File: config.mk
export PLATFORM = sky130hd
export DESIGN_NAME = tah_avg_div
export DESIGN_NICKNAME = d
export VERILOG_FILES = /design/src/rtl/core/tah_pkg.sv /design/src/rtl/core/tah_avg_div.sv
export SDC_FILE = /design/constraint.sdc
export NUM_CORES = 1
export LEC_CHECK = 0
export CAP_MARGIN = 20
export CORE_UTILIZATION = 45
export DETAILED_ROUTE_END_ITERATION = 10
export DONT_BUFFER_PORTS = 1
export PLACE_DENSITY = 0.71
export SYNTH_ARGS = -nofsm -noshare
export SYNTH_HDL_FRONTEND = slang
export SYNTH_SLANG_ARGS = --single-unit
File: constraint.sdc
create_clock -name clk -period 0.8 [get_ports clk]
set_clock_uncertainty 0.1 [all_clocks]
set_input_delay 0.08 -clock clk [delete_from_list [all_inputs] [get_ports clk]]
set_output_delay 0.08 -clock clk [all_outputs]
set_load 0.1 [all_outputs]
File: src/rtl/core/tah_pkg.sv
package tah_pkg;

  // Field widths fixed by the sample format and the register map.
  localparam int unsigned SAMPLE_W = 12;
  localparam int unsigned CONV_W   = 17;
  localparam int unsigned LEVEL_W  = 16;
  localparam int unsigned ACT_W    = 15;
  localparam int unsigned OFFSET_W = 16;
  localparam int unsigned CFG_W    = 16;
  localparam int unsigned CFG_IDX_W = 2;
  localparam int unsigned AVG_W    = 18;

  // Converted samples never go below -2^16, so adding this per entry makes the sum positive.
  localparam longint unsigned CONV_BIAS = 64'd65536;

  // Average limits in 1/256 percent.
  localparam logic signed [AVG_W-1:0] AVG_MAX = 18'sd25600;
  localparam logic signed [AVG_W-1:0] OUT_MIN = -18'sd32768;

  // Register reset values.
  localparam logic [ACT_W-1:0]    ACT_RESET    = 15'd1280;
  localparam logic [ACT_W-1:0]    BAND_RESET   = 15'd512;
  localparam logic [OFFSET_W-1:0] OFFSET_RESET = 16'd6516;

  // Configuration register indexes.
  typedef enum logic [CFG_IDX_W-1:0] {
    CFG_ACTIVATE = 2'd0,
    CFG_RELEASE  = 2'd1,
    CFG_OFFSET   = 2'd2
  } cfg_idx_t;

  // Channel payloads.
  typedef struct packed {
    logic [SAMPLE_W-1:0] adc_sample;
  } tah_in_t;

  typedef struct packed {
    logic signed [LEVEL_W-1:0] throttle_level;
    logic                      gate_active;
  } tah_out_t;

endpackage

File: src/rtl/core/tah_avg_div.sv
module tah_avg_div
  import tah_pkg::*;
#(
  parameter int unsigned WINDOW_LEN = 32
) (
  input  logic                                      clk,
  input  logic                                      rst_n,
  input  logic                                      adv,
  input  logic                                      sum_vld,
  input  logic signed [CONV_W+$clog2(WINDOW_LEN)-1:0] sum,
  output logic                                      avg_vld,
  output logic signed [AVG_W-1:0]                   avg
);

  localparam int unsigned UW = CONV_W + $clog2(WINDOW_LEN);
  localparam longint unsigned RECIP_L = (64'd1 << UW) / WINDOW_LEN;
  localparam logic [UW-1:0] RECIP    = UW'(RECIP_L);
  localparam logic [UW-1:0] WIN_U    = UW'(WINDOW_LEN);
  localparam logic [UW-1:0] BIAS_SUM = UW'(CONV_BIAS * WINDOW_LEN);
  localparam logic [CONV_W:0] Q_BIAS = (CONV_W+1)'(CONV_BIAS);

  logic            c_vld_r;
  logic [UW-1:0]   c_u_r;
  logic [2*UW-1:0] c_prod_r;
  logic            d_vld_r;
  logic signed [AVG_W-1:0] d_avg_r;

  logic [UW-1:0]     u_c;
  logic [UW-1:0]     q_hi;
  logic [CONV_W-1:0] q_est;
  logic [UW-1:0]     rem;
  logic [CONV_W-1:0] q_fix;
  logic signed [AVG_W-1:0] avg_nxt;

  // Bias the sum so it is non-negative, then multiply by the truncated reciprocal.
  assign u_c = UW'(sum) + BIAS_SUM;

  // The estimate is at most one low; one compare on the remainder fixes it.
  assign q_hi    = c_prod_r[2*UW-1 -: UW];
  assign q_est   = q_hi[CONV_W-1:0];
  assign rem     = c_u_r - (UW'(q_est) * WIN_U);
  assign q_fix   = q_est + CONV_W'(rem >= WIN_U);
  assign avg_nxt = AVG_W'(signed'({1'b0, q_fix}) - signed'(Q_BIAS));

  always_ff @(posedge clk) begin
    if (!rst_n) begin
      c_vld_r <= 1'b0;
      d_vld_r <= 1'b0;
    end else if (adv) begin
      c_vld_r <= sum_vld;
      d_vld_r <= c_vld_r;
    end
  end

  always_ff @(posedge clk) begin
    if (adv) begin
      c_u_r    <= u_c;
      c_prod_r <= u_c * RECIP;
      d_avg_r  <= avg_nxt;
    end
  end

  assign avg_vld = d_vld_r;
  assign avg     = d_avg_r;

endmodule

* Word level (Yosys, flattened, before mapping)
Cells that the tools add are included.
Cells by class: add/sub/neg operators 4, order comparisons 1
Operators with widths (number):
- $add 22x22->22 const B | 1
- $ge 22x6->1 const B | 1
- $sub 22x22->22 | 1
- $sub 17x17->18 const B | 1
- $add 17x1->17 | 1
Storage, ports and cells: register bits 42, bits of input ports 26, output and inout bits 19, word-level logic and storage cells 9

* Logic depth before layout (Yosys ltp)
Gate-level depths: netlist (run 1).
depth after elaboration 4, gate-level depth with buffers 2, depth with buffers taken out 2

* Worst setup path before layout (run 1)
OpenSTA, ideal clock, no wires.
path kind flip-flop to output port, start point register avg[16] (netlist name), end point output port avg[17], arrival time 1.347 ns, slack -0.727 ns, cell stages (with the launch flop) 2, buffers on the path 1, cells stage by stage edfxtp_1 -> buf_4
RTL lines:
- end, declared | RTL line tah_avg_div.sv:12 | output logic signed [AVG_W-1:0] avg

==> metrics, run 1 <==
RSZ-0062 raised after global routing yes; first-pass GRT wire length ~2600 µm; Final setup viols 19; port buffer count 0; via count 538; max-cap violation count 0; CTS Buf Count 5; Initial Util 0.487; drt initial violations 6; YS warnings 0; Hold-fix buffers, CTS 19; Leak about 0.00067 µW; Worst path depth 1; worst setup margin -394 ps; All-Layer GR Usage 0.151; critical path, cell by cell clkbuf_16; Worst Hold Class in -> reg; internal power 2840 µW; Clk pwr share 0.216; Via density 4.64; vias in the first global route 620; count of flip-flops with a built-in enable after synthesis 34; Clock Tree Buf Depth 2; Critical Path End Type output pin; Post-Syn Instances 43; max frequency 0.838 GHz; total wire length 1610 µm; Final Net Count roughly 110; Skew-Pair Late Insertion Delay 320 ps; area taken by multi-input logic gates 32.5 µm²; sequential share of power 0.582; Worst R2R End avg_vld$_SDFFE_PN0P_; WHS -239 ps; synthesized area per cell 25.8 µm²; worst setup path start avg[16]$_DFFE_PP_; crit path time final 1190 ps; Slew HR 0.881; largest net degree at the start of global routing 37; drt pass-1 iters 3; CP Data Required Time 620 ps; WP buf/inv 1; fillers 125; global route overflow 0; PD cells between 2000 and 2500 nW/µm²; Post-CTS Setup Inserts 0; Wirelength per Cell 13.9 µm; Synth top area share 0.921; pre-CTS setup slack -67.0 ps; critical path endpoint avg[17]; Die ar. 2670 µm²; leading post-synthesis cells by cell area edfxtp_1 92%, dfxtp_1 3.6%, mux2i_1 1.8%; R2R Path Start avg_vld$_SDFFE_PN0P_; number of remaining DRC errors 0; CP delay by family, top flip-flops; total clock sinks 36; post-synth net total 69; Root Driver clkbuf_4; CP Class reg -> out; Routed Antenna Nets 0; maximum level of the CTS H-tree 2; CP arrival 1010 ps; CP max FO 2; area leader, netlist edfxtp_1; r2r setup slk 50 ps; NetSw roughly 1100 µW; synth cell count leaders 34 x edfxtp_1, 2 x dfxtp_1, 2 x inv_1, 2 x mux2i_1, 2 x nor2b_1; Final Max Slew Viols 0; CP max stage cell edfxtp_1; Row Count 17; outcome complete, but fails checks; startpoint types flop; Routability Congestion 0.643; number of distinct library cells after synthesis 6; TritonCTS clock tree built; worst stage delay on the critical path roughly 460 ps; Peak VDD IR 1630 µV; Clock Pin Slew Worst Setup and Hold Paths about 100 ps; Fin. Hold Viols 36; failing checks negative hold slack, negative setup slack; # diodes 0; Seq/Total Area, Yosys 0.957; Syn Std Cell Area roughly 1100 µm²; Die W 51.6 µm; part of the power in combinational logic 0.202; FF+latch area 1060 µm²; Final Power 3930 µW; Tcrit/Tclk final 1.49; Area Overhead vs Synth 59.4%; Ports 45; Finished Core Util 0.776; core area 2280 µm²; synthesis-stage register bit count 36; Layout Cells excl Fill 116; DIE HEIGHT 51.6 µm; count leader, synth edfxtp_1; Async SR Flop Fraction 0; layout cells sized above 1 0.307; Placed Cells between 80 and 90; predominant post-synthesis flop cell edfxtp_1; worst reg-to-reg path cell count 2; Switching Fraction 0.277; initial antenna violation count 0; worst slew pin tran 179 ps
-- layer usage --
| metal | track usage | part of all wire | vias to the layer above |
|---|---|---|---|
| li1 | - | - | 253 |
| met1 | 0.126 | 0.33 | 248 |
| met2 | 0.281 | 0.58 | 37 |
| met3 | 0.0848 | 0.088 | 0 |
| met4 | 0.0676 | 0 | 0 |
| met5 | 0 | 0 | - |
-- how the worst min path moves through the flow --
stage | depth (start not counted) | end | slack, ps | startpoint
global placement | 0 | c_prod_r[22]$_DFFE_PP_ | 80 | sum[5]
floorplan | 0 | c_prod_r[22]$_DFFE_PP_ | 80 | sum[5]
detailed placement | 0 | c_prod_r[28]$_DFFE_PP_ | 80 | sum[11]
global route | 0 | c_prod_r[36]$_DFFE_PP_ | -280 | adv
CTS | 0 | c_prod_r[24]$_DFFE_PP_ | -260 | adv
finish | 0 | c_prod_r[24]$_DFFE_PP_ | -240 | adv
-- power groups by stage --
stage                     registers [µW]  logic (µW)  clock network (µW)
final                               2290         792                 848
after floorplan                     2720        48.2                   0
after CTS                           2290         796                 888
after global placement              2330         721                   0
after detailed placement            2340         723                   0
after global routing                2300         809                 965
-- sequential cells by signal (all words and copies together) (netlist names) --
signal and cells:
c_vld_r 1, avg 17, c_prod_r 17, avg_vld 1
-- kinds of logic (layout without fill, tap and decap cells) --
group,Yosys count,count (layout),synth area share
buf+inv,3,48,0.0135
flops,36,36,0.957
mux,2,2,0.0181
simple gates,2,2,0.0113
-- layout by cell type, fill, tap and decap left out, drive strengths merged --
cell type	instances
edfxtp	34
dlygate4sd3	19
buf	18
clkbuf	6
clkinv	3
inv	2
mux2i	2
nor2b	2
dfxtp	2
-- area by class of cell --
| class | count | area share |
|---|---|---|
| timing repair buffer | 38 | 0.326 |
| sequential | 36 | 0.603 |
| multi-input combinational | 4 | 0.0184 |
| clock inverter | 3 | 0.00779 |
| clock buffer | 5 | 0.0212 |
| inverter | 2 | 0.00425 |
| tap | 28 | 0.0198 |
-- through the flow --
| stage | cell area, µm² | setup TNS [ps] |
|---|---|---|
| final | 1770 | -6050 |
| after global routing | 1770 | -6920 |
| after CTS | 1770 | -6580 |
| after detailed placement | 1530 | -132 |
| after global placement | 1530 | -140 |
| after floorplan | 1120 | -5580 |
-- timing repair --
item,4_1_cts,5_1_grt
pin swaps,0,0
endpoints found under the setup margin,19,19
gates resized for setup,0,1
endpoints found under the hold margin,53,36
Note: power is estimated with default switching activity, not from simulation.
==> run 2, diff against run 1 <==
- CORE_UTILIZATION: 45 -> 55
- PLACE_DENSITY: 0.71 -> 0.81
==> run 2 against run 1 <==
Effect of this change:
- the run now fails in detailed placement
- synthesized cell count did not move
- synthesized area did not move
==> metrics, run 2 <==
outcome did not finish; Exit stage detailed placement; error message [ERROR DPL-0033] detailed placement checks failed during check placement.; Row Count 15 (-2); leading post-synthesis cells by cell area edfxtp_1 92%, dfxtp_1 3.6%, mux2i_1 1.8%; Seq/Total Area, Yosys 0.957 (unchanged); Post-Syn Instances 43 (unchanged); Async SR Flop Fraction 0 (unchanged); Ports 45 (unchanged); hpwl dp 1340 µm; count of flip-flops with a built-in enable after synthesis 34 (unchanged); Syn Std Cell Area 1110 µm² (unchanged); YS warnings 0 (unchanged); Routability Congestion 0.648 (+0.78%); post-synth net total 69 (unchanged); port buffer count 0 (unchanged); Synth top area share 0.921 (unchanged); predominant post-synthesis flop cell edfxtp_1; Die W 46.9 µm (-9.2%); count leader, synth edfxtp_1; DIE HEIGHT 46.9 µm (-9.2%); synth cell count leaders 34 x edfxtp_1, 2 x dfxtp_1, 2 x inv_1, 2 x mux2i_1, 2 x nor2b_1; Initial Util 0.615 (+0.128); synthesized area per cell 25.8 µm² (unchanged); synthesis-stage register bit count 36 (unchanged); number of distinct library cells after synthesis 6 (unchanged); area leader, netlist edfxtp_1
-- run 2: cell counts after synthesis --
Identical to the previous run, type by type.
-- run 2: logic make-up after synthesis --
logic type / count (synthesis) / synth area share
flip-flops: 36 / 0.957
buffers and inverters: 3 / 0.0135
multiplexers: 2 / 0.0181
AND/OR/NAND/NOR: 2 / 0.0113
-- run 2: per-stage QoR --
stage / TNS (ps) / setup WS [ps] / hold WS, ps
floorplan: -5580 / -606 / 78.9
global placement: -127 / -64.7 / 78.9
==> run 3, diff against run 2 <==
- CORE_AREA: unset -> 2 2 63 65
- CORE_UTILIZATION: 55 -> unset
- DIE_AREA: unset -> 0 0 65 67
- PLACE_DENSITY: 0.81 -> unset
- PLACE_DENSITY_LB_ADDON: unset -> 0.15
==> run 3 against run 2 <==
Effect of this change:
- the flow now finishes, with violations (negative hold slack, negative setup slack)
==> metrics, run 3 (synthesis results as in run 1) <==
drt initial violations 24; Final Net Count about 110; worst stage delay on the critical path 460 ps; Ports 45 (unchanged); hpwl dp 1070 µm (-20%); WP buf/inv 1; drt pass-1 iters 3; CP delay by family, top flip-flops; CP max FO 2; PD cells 2320 nW/µm²; Die W 65 µm (+39%); maximum level of the CTS H-tree 2; R2R Path Start avg_vld$_SDFFE_PN0P_; failing checks negative hold slack, negative setup slack; Area Overhead vs Synth 63.9%; worst slew pin tran just under 200 ps; total wire length about 1700 µm; Critical Path End Type output pin; setup_tns -5020 ps; startpoint types flop; Slew HR 0.870; DIE HEIGHT 67 µm (+43%); Fin. Hold Viols 36; Clock Tree Buf Depth 2; Hold-fix buffers, CTS 19; CP Class reg -> out; number of remaining DRC errors 0; DR WL met2 885 µm; Leak 0.000674 µW; port buffer count 0 (unchanged); CTS Buf Count 5; Die ar. 4360 µm²; Row Count 22 (+7); via count 528; critical path, cell by cell clkbuf_16; Final setup viols 19; max frequency about 0.86 GHz; post-route met1 wirelength a little over 600 µm; WL met3 148 µm; CP Data Required Time between 600 and 700 ps; worst setup margin -361 ps; Final Power ~4200 µW; # diodes 0; worst setup path start avg[16]$_DFFE_PP_; commonest non-fill, non-tap cell in the layout edfxtp_1; Routed Antenna Nets 0; Root Driver clkbuf_8; first-pass GRT wire length 2730 µm; Routability Congestion 0.651 (+0.45%); layout cells sized above 1 0.287; core area between 3000 and 4000 µm²; Peak VDD IR between 900 and 1000 µV; Tcrit/Tclk final 1.45; CP arrival 980 ps; Clock Pin Slew Worst Setup and Hold Paths 70 ps; Skew-Pair Late Insertion Delay 270 ps; largest net degree at the start of global routing 37; crit path time final between 1000 and 1500 ps; Initial Util 0.307 (-0.308); hold path start adv; TritonCTS clock tree built; total clock sinks 36; CP max stage cell edfxtp_1; Final Max Slew Viols 0; pre-CTS setup slack -76.7 ps; outcome complete, but fails checks; Via density 3.91; most frequent cells in the layout 34 x edfxtp_1, 19 x dlygate4sd3_1, 18 x buf_12; vias in the first global route 585; WHS -186 ps; RSZ-0062 raised after global routing yes; Worst Hold Class in -> reg; All-Layer GR Usage 0.0924; max-cap violation count 0; global route overflow 0; top sig layer met4; Wirelength per Cell between 10 and 15 µm; initial antenna violation count 0
==> run 3: cell type report <==
class                   instances  area [µm²]
flip-flops and latches         36        1060
well taps                      48        60.1
multi-input cells               4        32.5
fillers                       281        1790
repair buffers                 38         576
clock buffers                   5        68.8
inverters                       2        7.51
clock inverters                 2        7.51
==> run 3: stage by stage <==
step / utilization / cell area [µm²] / cells
6_report: 0.504 / 1820 / 135
5_1_grt: 0.504 / 1820 / 135
4_1_cts: 0.505 / 1820 / 135
2_1_floorplan: - / 1120 / 43
3_5_place_dp: 0.431 / 1550 / 109
3_3_place_gp: 0.431 / 1550 / 109
==> run 3: final timing paths <==
| check | to | slack (ps) | cells past startpoint |
|---|---|---|---|
| worst min register to register | avg[3]$_DFFE_PP_ | 320 | 0 |
| worst max-delay path | avg[16] | -360 | 1 |
| worst min-delay path | c_prod_r[33]$_DFFE_PP_ | -190 | 0 |
| worst max register to register | avg_vld$_SDFFE_PN0P_ | 50 | 2 |
==> run 3: power breakdown <==
part / switching [µW] / internal [µW]
combinational: 494 / 299
clock: 553 / 573
sequential: 67.4 / 2220
==> run 3: timing repair <==
item | in CTS | in global routing
endpoints found under the hold margin | 53 | 36
setup buffers | 0 | 0
endpoints found under the setup margin | 19 | 19
pin swaps | 0 | 0
gates resized for setup | 0 | 1
==> run 3: layer usage <==
metal,vias to the layer above,GRT usage
li1,248,-
met1,248,0.0868
met2,26,0.152
met3,6,0.0574
met4,0,0.0559
met5,-,0
